## config.mk

```make
export PLATFORM = sky130hd
export DESIGN_NAME = accumulator_cpu_step_flat
export DESIGN_NICKNAME = d
export VERILOG_FILES = /design/src/hw/rtl/acc_pkg.sv /design/src/hw/rtl/acc_if.sv /design/src/hw/rtl/acc_ctrl.sv /design/src/hw/rtl/acc_dp.sv /design/src/hw/rtl/accumulator_cpu_step.sv /design/src/flat_wrapper.sv
export SDC_FILE = /design/constraint.sdc
export NUM_CORES = 1
export LEC_CHECK = 0
export ABC_AREA = 1
export CORE_MARGIN = 2
export CORE_UTILIZATION = 50
export CTS_CLUSTER_DIAMETER = 200
export CTS_CLUSTER_SIZE = 30
export DETAILED_ROUTE_END_ITERATION = 12
export DONT_BUFFER_PORTS = 1
export MAX_ROUTING_LAYER = met4
export PLACE_DENSITY_LB_ADDON = 0.05
export SYNTH_ARGS = -nofsm -noshare
export SYNTH_HDL_FRONTEND = slang
export SYNTH_SLANG_ARGS = --single-unit
export TNS_END_PERCENT = 50
```

## constraint.sdc

```tcl
create_clock -name i_clk -period 3.36 [get_ports i_clk]
set_input_delay 0.336 -clock i_clk [delete_from_list [all_inputs] [get_ports i_clk]]
set_output_delay 0.336 -clock i_clk [all_outputs]
set_load 0.05 [all_outputs]
```

## src/hw/rtl/acc_pkg.sv

```systemverilog
package acc_pkg;

    localparam int MEM_WORDS = 32;
    localparam int ADDR_W    = 5;
    localparam int DATA_W    = 8;
    localparam int OP_W      = 3;

    // Item commands
    typedef enum logic [1:0] {
        CMD_WRITE   = 2'd0,
        CMD_EXEC    = 2'd1,
        CMD_RESTART = 2'd2,
        CMD_NONE    = 2'd3
    } t_command;

    // Instruction opcodes, top three bits of a memory byte
    typedef enum logic [OP_W-1:0] {
        OP_LOAD  = 3'd0,
        OP_STORE = 3'd1,
        OP_ADD   = 3'd2,
        OP_SUB   = 3'd3,
        OP_INPUT = 3'd4,
        OP_JZ    = 3'd5,
        OP_JNN   = 3'd6,
        OP_HALT  = 3'd7
    } t_opcode;

    typedef enum logic [1:0] {
        S_IDLE = 2'd0,
        S_OPER = 2'd1,
        S_EXEC = 2'd2,
        S_DONE = 2'd3
    } t_state;

    // Memory address source
    typedef enum logic [1:0] {
        A_IN   = 2'd0,
        A_PC   = 2'd1,
        A_OPND = 2'd2
    } t_addr_sel;

    // Controller to datapath commands
    typedef struct packed {
        logic      take_item;
        t_addr_sel addr_sel;
        logic      mem_rd;
        logic      mem_wr;
        logic      wr_acc;
        logic      restart;
        logic      decode;
        logic      alu;
        logic      out_load;
    } t_dp_ctl;

    // Datapath to controller status
    typedef struct packed {
        logic    halted;
        t_opcode op;
    } t_dp_sts;

endpackage

```

## src/hw/rtl/acc_if.sv

```systemverilog
interface acc_in_if
    import acc_pkg::*;
();
    logic                     valid;
    logic                     ready;
    logic [1:0]               command;
    logic [ADDR_W-1:0]        address;
    logic [DATA_W-1:0]        data_byte;
    logic signed [DATA_W-1:0] input_value;

    modport source (output valid, output command, output address, output data_byte,
                    output input_value, input ready);
    modport sink   (input valid, input command, input address, input data_byte,
                    input input_value, output ready);
endinterface

interface acc_out_if
    import acc_pkg::*;
();
    logic                     valid;
    logic                     ready;
    logic signed [DATA_W-1:0] accumulator;
    logic [ADDR_W-1:0]        program_counter;
    logic                     halted;
    logic                     took_input;

    modport source (output valid, output accumulator, output program_counter,
                    output halted, output took_input, input ready);
    modport sink   (input valid, input accumulator, input program_counter,
                    input halted, input took_input, output ready);
endinterface

```

## src/hw/rtl/acc_ctrl.sv

```systemverilog
module acc_ctrl
    import acc_pkg::*;
(
    input  logic     i_clk,
    input  logic     i_rst_n,
    input  logic     i_in_valid,
    input  t_command i_in_command,
    output logic     o_in_ready,
    output logic     o_out_valid,
    input  logic     i_out_ready,
    input  t_dp_sts  i_sts,
    output t_dp_ctl  o_ctl
);

    t_state r_state, n_state;
    logic   r_out_valid, n_out_valid;

    // State and output-valid registers
    always_ff @(posedge i_clk) begin
        if (!i_rst_n) begin
            r_state     <= S_IDLE;
            r_out_valid <= 1'b0;
        end else begin
            r_state     <= n_state;
            r_out_valid <= n_out_valid;
        end
    end

    // Next state and datapath commands
    always_comb begin
        n_state     = r_state;
        o_ctl       = '0;
        o_ctl.addr_sel = A_PC;
        o_in_ready  = 1'b0;
        n_out_valid = r_out_valid && !i_out_ready;
        case (r_state)
            S_IDLE: begin
                o_in_ready = 1'b1;
                if (i_in_valid) begin
                    o_ctl.take_item = 1'b1;
                    n_state = S_DONE;
                    case (i_in_command)
                        CMD_WRITE: begin
                            o_ctl.addr_sel = A_IN;
                            o_ctl.mem_wr   = 1'b1;
                        end
                        CMD_EXEC: begin
                            // fetch the instruction at pc
                            if (!i_sts.halted) begin
                                o_ctl.addr_sel = A_PC;
                                o_ctl.mem_rd   = 1'b1;
                                n_state = S_OPER;
                            end
                        end
                        CMD_RESTART: o_ctl.restart = 1'b1;
                        default: ;
                    endcase
                end
            end
            S_OPER: begin
                // advance pc, run register-only ops, start operand access
                o_ctl.decode   = 1'b1;
                o_ctl.addr_sel = A_OPND;
                n_state = S_DONE;
                case (i_sts.op)
                    OP_STORE: begin
                        o_ctl.mem_wr = 1'b1;
                        o_ctl.wr_acc = 1'b1;
                    end
                    OP_LOAD, OP_ADD, OP_SUB: begin
                        o_ctl.mem_rd = 1'b1;
                        n_state = S_EXEC;
                    end
                    default: ;
                endcase
            end
            S_EXEC: begin
                o_ctl.alu = 1'b1;
                n_state = S_DONE;
            end
            S_DONE: begin
                // hold until the output register is free
                if (!r_out_valid || i_out_ready) begin
                    o_ctl.out_load = 1'b1;
                    n_out_valid = 1'b1;
                    n_state = S_IDLE;
                end
            end
            default: n_state = S_IDLE;
        endcase
    end

    assign o_out_valid = r_out_valid;

endmodule

```

## src/hw/rtl/acc_dp.sv

```systemverilog
module acc_dp
    import acc_pkg::*;
(
    input  logic                     i_clk,
    input  logic                     i_rst_n,
    input  t_dp_ctl                  i_ctl,
    output t_dp_sts                  o_sts,
    input  logic [ADDR_W-1:0]        i_address,
    input  logic [DATA_W-1:0]        i_data_byte,
    input  logic signed [DATA_W-1:0] i_input_value,
    output logic signed [DATA_W-1:0] o_accumulator,
    output logic [ADDR_W-1:0]        o_program_counter,
    output logic                     o_halted,
    output logic                     o_took_input
);

    logic [DATA_W-1:0]    r_mem [MEM_WORDS];
    logic [MEM_WORDS-1:0] r_valid;
    logic [DATA_W-1:0]    r_rdata;
    logic                 r_rvalid;

    logic [DATA_W-1:0] r_acc, n_acc;
    logic [ADDR_W-1:0] r_pc, n_pc;
    logic              r_halt, n_halt;
    logic              r_took, n_took;
    logic [DATA_W-1:0] r_in_value;
    t_opcode           r_op;

    logic signed [DATA_W-1:0] r_out_acc;
    logic [ADDR_W-1:0]        r_out_pc;
    logic                     r_out_halt;
    logic                     r_out_took;

    logic [DATA_W-1:0] w_rd;
    t_opcode           w_op;
    logic [ADDR_W-1:0] w_opnd;
    logic [ADDR_W-1:0] w_addr;
    logic [DATA_W-1:0] w_wdata;

    // Read data; never-written entries read as zero
    assign w_rd   = r_rvalid ? r_rdata : '0;
    assign w_op   = t_opcode'(w_rd[DATA_W-1 -: OP_W]);
    assign w_opnd = w_rd[ADDR_W-1:0];

    always_comb begin
        case (i_ctl.addr_sel)
            A_IN:    w_addr = i_address;
            A_PC:    w_addr = r_pc;
            A_OPND:  w_addr = w_opnd;
            default: w_addr = r_pc;
        endcase
    end

    assign w_wdata = i_ctl.wr_acc ? r_acc : i_data_byte;

    // Single-port memory with registered read
    always_ff @(posedge i_clk) begin
        if (i_ctl.mem_wr) begin
            r_mem[w_addr] <= w_wdata;
        end
        if (i_ctl.mem_rd) begin
            r_rdata <= r_mem[w_addr];
        end
    end

    // Entry valid bits, cleared at reset
    always_ff @(posedge i_clk) begin
        if (!i_rst_n) begin
            r_valid  <= '0;
            r_rvalid <= 1'b0;
        end else begin
            if (i_ctl.mem_wr) begin
                r_valid[w_addr] <= 1'b1;
            end
            if (i_ctl.mem_rd) begin
                r_rvalid <= r_valid[w_addr];
            end
        end
    end

    // Architectural register updates
    always_comb begin
        n_acc  = r_acc;
        n_pc   = r_pc;
        n_halt = r_halt;
        n_took = r_took;
        if (i_ctl.take_item) begin
            n_took = 1'b0;
        end
        if (i_ctl.restart) begin
            n_acc  = '0;
            n_pc   = '0;
            n_halt = 1'b0;
        end
        if (i_ctl.decode) begin
            n_pc = r_pc + ADDR_W'(1);
            case (w_op)
                OP_INPUT: begin
                    n_acc  = r_in_value;
                    n_took = 1'b1;
                end
                OP_JZ:   if (r_acc == '0) n_pc = w_opnd;
                OP_JNN:  if (!r_acc[DATA_W-1]) n_pc = w_opnd;
                OP_HALT: n_halt = 1'b1;
                default: ;
            endcase
        end
        if (i_ctl.alu) begin
            case (r_op)
                OP_LOAD: n_acc = w_rd;
                OP_ADD:  n_acc = r_acc + w_rd;
                OP_SUB:  n_acc = r_acc - w_rd;
                default: ;
            endcase
        end
    end

    always_ff @(posedge i_clk) begin
        if (!i_rst_n) begin
            r_acc  <= '0;
            r_pc   <= '0;
            r_halt <= 1'b0;
            r_took <= 1'b0;
        end else begin
            r_acc  <= n_acc;
            r_pc   <= n_pc;
            r_halt <= n_halt;
            r_took <= n_took;
        end
    end

    // Latch item input value and decoded opcode
    always_ff @(posedge i_clk) begin
        if (i_ctl.take_item) begin
            r_in_value <= i_input_value;
        end
        if (i_ctl.decode) begin
            r_op <= w_op;
        end
    end

    // Output word register
    always_ff @(posedge i_clk) begin
        if (i_ctl.out_load) begin
            r_out_acc  <= r_acc;
            r_out_pc   <= r_pc;
            r_out_halt <= r_halt;
            r_out_took <= r_took;
        end
    end

    assign o_sts.halted      = r_halt;
    assign o_sts.op          = w_op;
    assign o_accumulator     = r_out_acc;
    assign o_program_counter = r_out_pc;
    assign o_halted          = r_out_halt;
    assign o_took_input      = r_out_took;

endmodule

```

## src/hw/rtl/accumulator_cpu_step.sv

```systemverilog
// Channel  Dir  Word fields
// i_in     in   command, address, data_byte, input_value
// o_out    out  accumulator, program_counter, halted, took_input
//
// One command word at a time. Write, restart, unused command and execute while
// halted take 2 cycles; jump, input, store and halt take 3; load, add and
// subtract take 4, since the single-port memory serves the fetch and then the
// operand access. Reset is synchronous and clears pc, accumulator, halt flag and
// the 32 memory valid bits. A stalled output word holds the sequencer in its
// final state; the next command is still taken while a word waits.
module accumulator_cpu_step
    import acc_pkg::*;
(
    input  logic      i_clk,
    input  logic      i_rst_n,
    acc_in_if.sink    i_in,
    acc_out_if.source o_out
);

    t_dp_ctl w_ctl;
    t_dp_sts w_sts;

    acc_ctrl u_ctrl (
        .i_clk        (i_clk),
        .i_rst_n      (i_rst_n),
        .i_in_valid   (i_in.valid),
        .i_in_command (t_command'(i_in.command)),
        .o_in_ready   (i_in.ready),
        .o_out_valid  (o_out.valid),
        .i_out_ready  (o_out.ready),
        .i_sts        (w_sts),
        .o_ctl        (w_ctl)
    );

    acc_dp u_dp (
        .i_clk             (i_clk),
        .i_rst_n           (i_rst_n),
        .i_ctl             (w_ctl),
        .o_sts             (w_sts),
        .i_address         (i_in.address),
        .i_data_byte       (i_in.data_byte),
        .i_input_value     (i_in.input_value),
        .o_accumulator     (o_out.accumulator),
        .o_program_counter (o_out.program_counter),
        .o_halted          (o_out.halted),
        .o_took_input      (o_out.took_input)
    );

    // Memory port serves one access a cycle
    a_one_access: assert property (@(posedge i_clk) disable iff (!i_rst_n)
        !(w_ctl.mem_wr && w_ctl.mem_rd))
        else $error("memory read and write in the same cycle");

    // Halt holds until a restart
    a_halt_sticky: assert property (@(posedge i_clk) disable iff (!i_rst_n)
        w_sts.halted && !w_ctl.restart |=> w_sts.halted)
        else $error("halt flag dropped without restart");

    // One command in flight
    a_one_word: assert property (@(posedge i_clk) disable iff (!i_rst_n)
        i_in.valid && i_in.ready |=> !i_in.ready)
        else $error("command taken while another is in flight");

    // Execute while halted touches no memory
    a_halt_idle: assert property (@(posedge i_clk) disable iff (!i_rst_n)
        i_in.valid && i_in.ready && w_sts.halted && (i_in.command == CMD_EXEC)
        |-> !w_ctl.mem_rd && !w_ctl.mem_wr ##1 !w_ctl.mem_rd && !w_ctl.mem_wr)
        else $error("memory access while halted");

endmodule

```

## src/flat_wrapper.sv

```systemverilog
// flat-port wrapper written by rule: the top's interface ports become plain ports
module accumulator_cpu_step_flat import acc_pkg::*;
  (i_clk, i_rst_n, i_in_valid, i_in_command, i_in_address, i_in_data_byte, i_in_input_value, i_in_ready, o_out_valid, o_out_accumulator, o_out_program_counter, o_out_halted, o_out_took_input, o_out_ready);
  acc_in_if i_in_i ();
  acc_out_if o_out_i ();
  input  logic i_clk;
  input  logic i_rst_n;
  input wire logic [$bits(i_in_i.valid)-1:0] i_in_valid;
  input wire logic [$bits(i_in_i.command)-1:0] i_in_command;
  input wire logic [$bits(i_in_i.address)-1:0] i_in_address;
  input wire logic [$bits(i_in_i.data_byte)-1:0] i_in_data_byte;
  input wire logic [$bits(i_in_i.input_value)-1:0] i_in_input_value;
  output wire logic [$bits(i_in_i.ready)-1:0] i_in_ready;
  output wire logic [$bits(o_out_i.valid)-1:0] o_out_valid;
  output wire logic [$bits(o_out_i.accumulator)-1:0] o_out_accumulator;
  output wire logic [$bits(o_out_i.program_counter)-1:0] o_out_program_counter;
  output wire logic [$bits(o_out_i.halted)-1:0] o_out_halted;
  output wire logic [$bits(o_out_i.took_input)-1:0] o_out_took_input;
  input wire logic [$bits(o_out_i.ready)-1:0] o_out_ready;
  assign i_in_i.valid = i_in_valid;
  assign i_in_i.command = i_in_command;
  assign i_in_i.address = i_in_address;
  assign i_in_i.data_byte = i_in_data_byte;
  assign i_in_i.input_value = i_in_input_value;
  assign i_in_ready = i_in_i.ready;
  assign o_out_valid = o_out_i.valid;
  assign o_out_accumulator = o_out_i.accumulator;
  assign o_out_program_counter = o_out_i.program_counter;
  assign o_out_halted = o_out_i.halted;
  assign o_out_took_input = o_out_i.took_input;
  assign o_out_i.ready = o_out_ready;
  accumulator_cpu_step u_core (.i_clk(i_clk), .i_rst_n(i_rst_n), .i_in(i_in_i), .o_out(o_out_i));
endmodule
```

---- Word level (Yosys, flattened, before mapping) ----
Memories as Yosys holds them, arrays and structs flattened. A register that Yosys moved wholly into a read port is not among the register bits.
Cells that the tools add are included.
storage, ports and cells
  register bits after elaboration ......... 77
  memory bits (writable) .................. 256
  bits of input ports ..................... 27
  output and inout bits ................... 17
  logic and storage cells ................. 103
  memories ................................ 1
memories
  memory             words  bits a word  read ports  clocked after Yosys merged registers in  wr ports  RTL line      text
  u_core.u_dp.r_mem  32     8            1           1                                        1         acc_dp.sv:17  logic [DATA_W-1:0] r_mem [MEM_WORDS];
cells by class
  $add $sub $neg .......................... 3
  order comparisons ....................... 2
  eq/ne operators ......................... 17
  muxes and demuxes ....................... 51
  bitwise logic cells ..................... 1
  reduce and logical (&&, ||, !) cells .... 14
operators by type and width
  operator               count
  $mux W8                6
  $or A32 B32 Y32        1
  $mux W1                27
  $mux W5                5
  $pmux W8 S3            1
  $pmux W5 S2            2
  $eq A3 B2 Y1 const B   4
  $eq A3 B3 Y1 const B   4
  $mux W2                5
  $add A8 B8 Y8          1
  $eq A2 B2 Y1 const B   4
  $logic_not A8 Y1       1
  $pmux W2 S4            1
  $pmux W4 S2            1
  $sub A8 B8 Y8          1
  $logic_not A2 Y1       3
  $logic_not A3 Y1       2
  $lt A5 B6 Y1 const B   1
  $add A5 B1 Y5 const B  1
  $bmux W1 S5            1
  $demux W1 S5           1
  $ge A5 B1 Y1 const B   1
  $eq A2 B1 Y1 const B   2
  $ne A2 B2 Y1 const B   2
  8 further kinds        10

---- Logic depth before layout (Yosys ltp) ----
  word-level depth ........................ 12
  mapped depth ............................ 19
  depth with buffers taken out ............ 19

---- Modules after synthesis ----
From an unflattened synthesis, not the netlist that was laid out.
second synthesis, totals
  cells, all modules ...................... 1353
  area, all modules ....................... 14234.9 um^2
by module, submodules not included
  module    instances  cells each  area each (um^2)  sequential area each (um^2)
  acc_dp    1          1304        13929.6           9669.3
  acc_ctrl  1          49          305.3             60.1

---- Least setup slack after synthesis ----
No wires, ideal clock.
  kind .................................... reg2reg
  from .................................... register u_core.u_ctrl.r_state[1]
  to ...................................... memory u_core.u_dp.r_mem[0][0] (data pin)
  setup time .............................. 0.454 ns
  data arrival time ....................... 2.628 ns
  data required time ...................... 2.906 ns
  path slack .............................. 0.278 ns
  cell stages (with the launch flop) ...... 8
  buffers on the path ..................... 1
  period minus slack after synthesis ...... 3.082 ns
  cells stage by stage .................... dfxtp_1 inv_1 ha_1 inv_2 nor2_1 nand2_1 clkbuf_1 o21ai_0
between the ends
  word-level cells in the longest chain between the ends .. 3
ends and longest elaborated chain
  what                        RTL line        text
  from (decl)                 acc_ctrl.sv:15  t_state r_state, n_state;
  from (signal assigned)      acc_ctrl.sv:24  r_state <= n_state;
  $eq A2 B1 Y1                acc_ctrl.sv:36  case (r_state)
  $mux W1                     acc_ctrl.sv:36
  $mux W8                     acc_dp.sv:54    assign w_wdata = i_ctl.wr_acc ? r_acc : i_data_byte;
  via u_core.u_dp.w_wdata[0]  acc_dp.sv:38    logic [DATA_W-1:0] w_wdata;
  to (decl)                   acc_dp.sv:17
The timed path passes the listed nets, and every way through them passes these cells.

---- Final worst setup path ----
  from .................................... register u_core.u_ctrl.r_state[1]
  to ...................................... register u_core.u_dp.r_rdata[6], read port of u_core.u_dp.r_mem (data pin)
between the ends
  word-level cells in the longest chain between the ends .. 4
  elaborated cells on any way between the ends .. 6
  classes of those cells .................. eq/ne (2); mux (2); reduce/logical (2)
ends and longest elaborated chain
  what                                              RTL line        text
  $eq A2 B1 Y1 or $logic_not A2 Y1 (tied branches)  acc_ctrl.sv:36
  $pmux W4 S2 *                                     acc_ctrl.sv:36
  $eq A2 B2 Y1 or $logic_not A2 Y1 (tied branches)  acc_dp.sv:46    case (i_ctl.addr_sel)
  $pmux W5 S2                                       acc_dp.sv:46
  to (decl)                                         acc_dp.sv:19    logic [DATA_W-1:0] r_rdata;
Mark *: on every way between the ends. The rest lies on a longest branch, timed or not.
A chain may end at the register's enable or synchronous reset.

==> flow_summary_export.csv <==
group,metric,value,unit
setup_path,cp-end-kind,"flop",
detailed_routing,wl,37.7,mm
placed_design,postPlaceCellArea,15200,um2
placed_design,numPortBuffers,0,
power,leakagePower,5.88,nW
floorplanning,die_area,30200,um2
sta,fin_crit,3.21,ns
run,max_cap_violations,0,
yosys,avgSynthCellArea,10.6,um2
setup_path,worstPathRequired,3.63,ns
floorplanning,start_util,50.5,%
min_path,hold_depth,3,
cts,postCtsSetupRepairBufs,0,
layout,mostFrequentLayoutCells,"478 x nand2_1, 290 x edfxtp_1, 120 x nor2_1",
layout,seq_area,9730,um2
sta,final_hold_viol_count,0,
setup_path,timing.rr.start,"u_core.u_ctrl.r_state[1]",
detailed_routing,met3_length,1.93,mm
yosys,yosysSeqAreaShare,67.5,%
layout,layout_commonest_cell,"nand2_1",
cts,clk_pin_slew_worst_paths,0.12,ns
floorplanning,die_h,174,um
setup_path,r2r_end,"u_core.u_dp.r_rdata[6]",
min_path,hp-class,"in -> reg",
setup_path,criticalPathCategory,"reg -> reg",
sta,drv_slew,0,
placed_design,hpwlAfterDp,24.2,mm
detailed_routing,dr_total_vias,9769,
global_routing,grt-ovfl-total,0,
setup_path,cp_top_family,"simple AND/OR/NAND/NOR gates",
floorplanning,rows,62,
power,p_per_area,759,nW/um2
setup_path,ff2ff_path_depth,17,
yosys,synth_cells,1357,
yosys,async_flop_share,0,%
sta,fmax,311,MHz
sta,maxSlewHeadroom,27.0,%
layout,drive_above_1_share,9.75,%
detailed_routing,drt_iter0_markers,978,
setup_path,ff2ff_setup_slack,0.15,ns
min_path,min_to,"u_core.u_dp.r_took",
outcome,outcome,"finished clean",
sta,setup_tns,0,ns
setup_path,path_max_fanout,23,
floorplanning,die_w,174,um
setup_path,start_kind,"flop",
cts,clk_latency,0.53,ns
sta,setup_viol,0,
yosys,synth_flop_cell,"edfxtp_1",
power,peakVddDrop,374,uV
cts,tritoncts,"done",
detailed_routing,final_antenna_net_count,0,
yosys,ys_seq_elements,341,
setup_path,slowest_stage,"dfxtp_1",
global_routing,first_global_vias,9289,
setup_path,arrival,3.48,ns
yosys,yosysWarnings,0,
setup_path,max_stage_delay,0.39,ns
setup_path,path_cells,"inv_1 -> ha_1 -> nand2_2 -> inv_4 -> nand2_4 -> nand2_8 -> or2_4 -> nand2_4 -> inv_2 -> buf_4 -> buf_4 -> nand2_1 -> a21oi_1 -> o21ai_0 -> nand2_1 -> nor2_1 -> nand2_1",
global_routing,track_usage,25.8,%
sta,skew,0.0266,ns
global_routing,grt_pass1_wl,56.8,mm
setup_path,cpMostUsedCell,"nand2_1",
layout,final_area,15700,um2
detailed_routing,drt-met1-wl,16.8,mm
detailed_routing,top_layer_used,"met4",
yosys,syn_nets,1396,
sta,rsz0062_at_grt,"false",
layout,layout.nets,1436,
detailed_routing,viasPerCell,5.46,
global_routing,antenna_found_initial,1,
layout,fill_cells,2564,
cts,cts.htree.levels,1,
yosys,netlist_area,14400,um2
detailed_routing,wl_per_cell,21.1,um
cts,cts_sinks,341,
sta,worst_pin_slew,1.09,ns
floorplanning,io_pins,44,
layout,syn2layout_area_growth,9.16,%
layout,multiInputGateArea,4240,um2
yosys,synth_cell_types,37,
cts,clk_path_buf_depth,3,
cts,cts-root-buf,"clkbuf_16",
setup_path,cp_num_buf_inv,5,
cts,numCtsBuffers,15,
detailed_routing,met2_length,17.9,mm
detailed_routing,drt_first_pass_iters,5,
global_routing,grt_max_degree,50,
sta,period_share,95.6,%
min_path,min_from,"i_in_valid",
placed_design,place_congestion,0.868,
detailed_routing,drc,0,
yosys,synth_edf_count,290,
floorplanning,core_area,28500,um2
==> registers in the layout, indices dropped and copies added (netlist names), 3 cells and up <==
register / cells
u_core.u_dp.r_valid: 32
u_core.u_dp.o_program_counter: 5
u_core.u_dp.o_accumulator: 8
u_core.u_dp.r_rdata: 8
u_core.u_dp.r_acc: 8
u_core.u_dp.r_op: 3
u_core.u_dp.r_mem: 256
u_core.u_dp.r_pc: 5
u_core.u_dp.r_in_value: 8
==> cell usage after synthesis, types with 17 or more instances <==
cell type	n	share of area [%]
edfxtp_1	290	60
o21ai_1	27	0.94
dfxtp_1	51	7.1
nand2_1	478	12
nand4_1	28	1.2
buf_2	17	0.59
nand3_1	47	1.6
clkbuf_1	19	0.50
nor2_1	123	3.2
a21oi_1	69	2.4
o21ai_0	51	1.8
inv_1	49	1.3
==> worst min-delay path, delay by kind of cell <==
family	cells	cell delay, ns
AO/OA/AOI/OAI	1	0.06
AND/OR/NAND/NOR	2	0.12
==> metal layers <==
layer,vias to the layer above,GRT usage [%]
met4,0,7.18
met1,4733,36.1
met5,-,-
li1,4686,-
met3,63,3.05
met2,287,40.4
==> layout make-up <==
cell class	instances	area share (%)
repair buffers	72	3.84
multi-input cells	909	27.0
inverters	58	1.46
clock inverters	2	0.183
well taps	384	3.06
flip-flops and latches	341	61.9
diodes	1	0.0159
clock buffers	23	2.58
==> stage by stage <==
stage               power, mW  setup WS, ns  hold WS, ns  instances  utilization [%]
finish                   11.9         0.149       0.0331       1790             55.1
CTS                      12.0         0.122       0.0206       1789             55.0
global placement         9.80         0.198        0.420       1754             53.2
floorplan                8.31         0.278        0.408       1357                -
detailed placement       9.83         0.126        0.419       1754             53.2
global route             12.6       0.00475       0.0471       1790             55.1
==> power by group <==
group | total (mW) | internal [mW] | switching, mW | leakage [nW]
Sequential | 5.14 | 4.90 | 0.237 | 3.03
Clock | 2.16 | 0.873 | 1.29 | 0.209
Combinational | 4.63 | 1.37 | 3.26 | 2.64
==> cell families after synthesis <==
kind of cell / share of synthesized area (%)
AO/OA/AOI/OAI: 6.36
XOR/XNOR: 0.669
adder cells (fa/ha/maj): 1.09
buffers and inverters: 3.41
flip-flops: 67.5
AND/OR/NAND/NOR: 20.9
==> worst max-delay path by stage <==
| stage | from | to | slack (ns) | cells past startpoint |
|---|---|---|---|---|
| 6_report | u_core.u_ctrl.r_state[1] | u_core.u_dp.r_rdata[6] | 0.15 | 17 |
| 5_1_grt | u_core.u_ctrl.r_state[1] | u_core.u_dp.r_rdata[3] | 0.005 | 17 |
| 4_1_cts | u_core.u_ctrl.r_state[0] | u_core.u_dp.r_rdata[3] | 0.12 | 17 |
| 3_5_place_dp | u_core.u_ctrl.r_state[0] | u_core.u_dp.r_rdata[3] | 0.13 | 17 |
| 3_3_place_gp | u_core.u_ctrl.r_state[0] | u_core.u_dp.r_rdata[6] | 0.20 | 17 |
| 2_1_floorplan | u_core.u_ctrl.r_state[1] | u_core.u_dp.r_mem[0][0] | 0.28 | 7 |
==> repair_timing <==
action	4_1_cts	5_1_grt
hold endpoints to repair	11	0
hold buffers	10	0
setup endpoints to repair	0	4
resized for setup	0	3
Power figures use the tool's default switching activity.
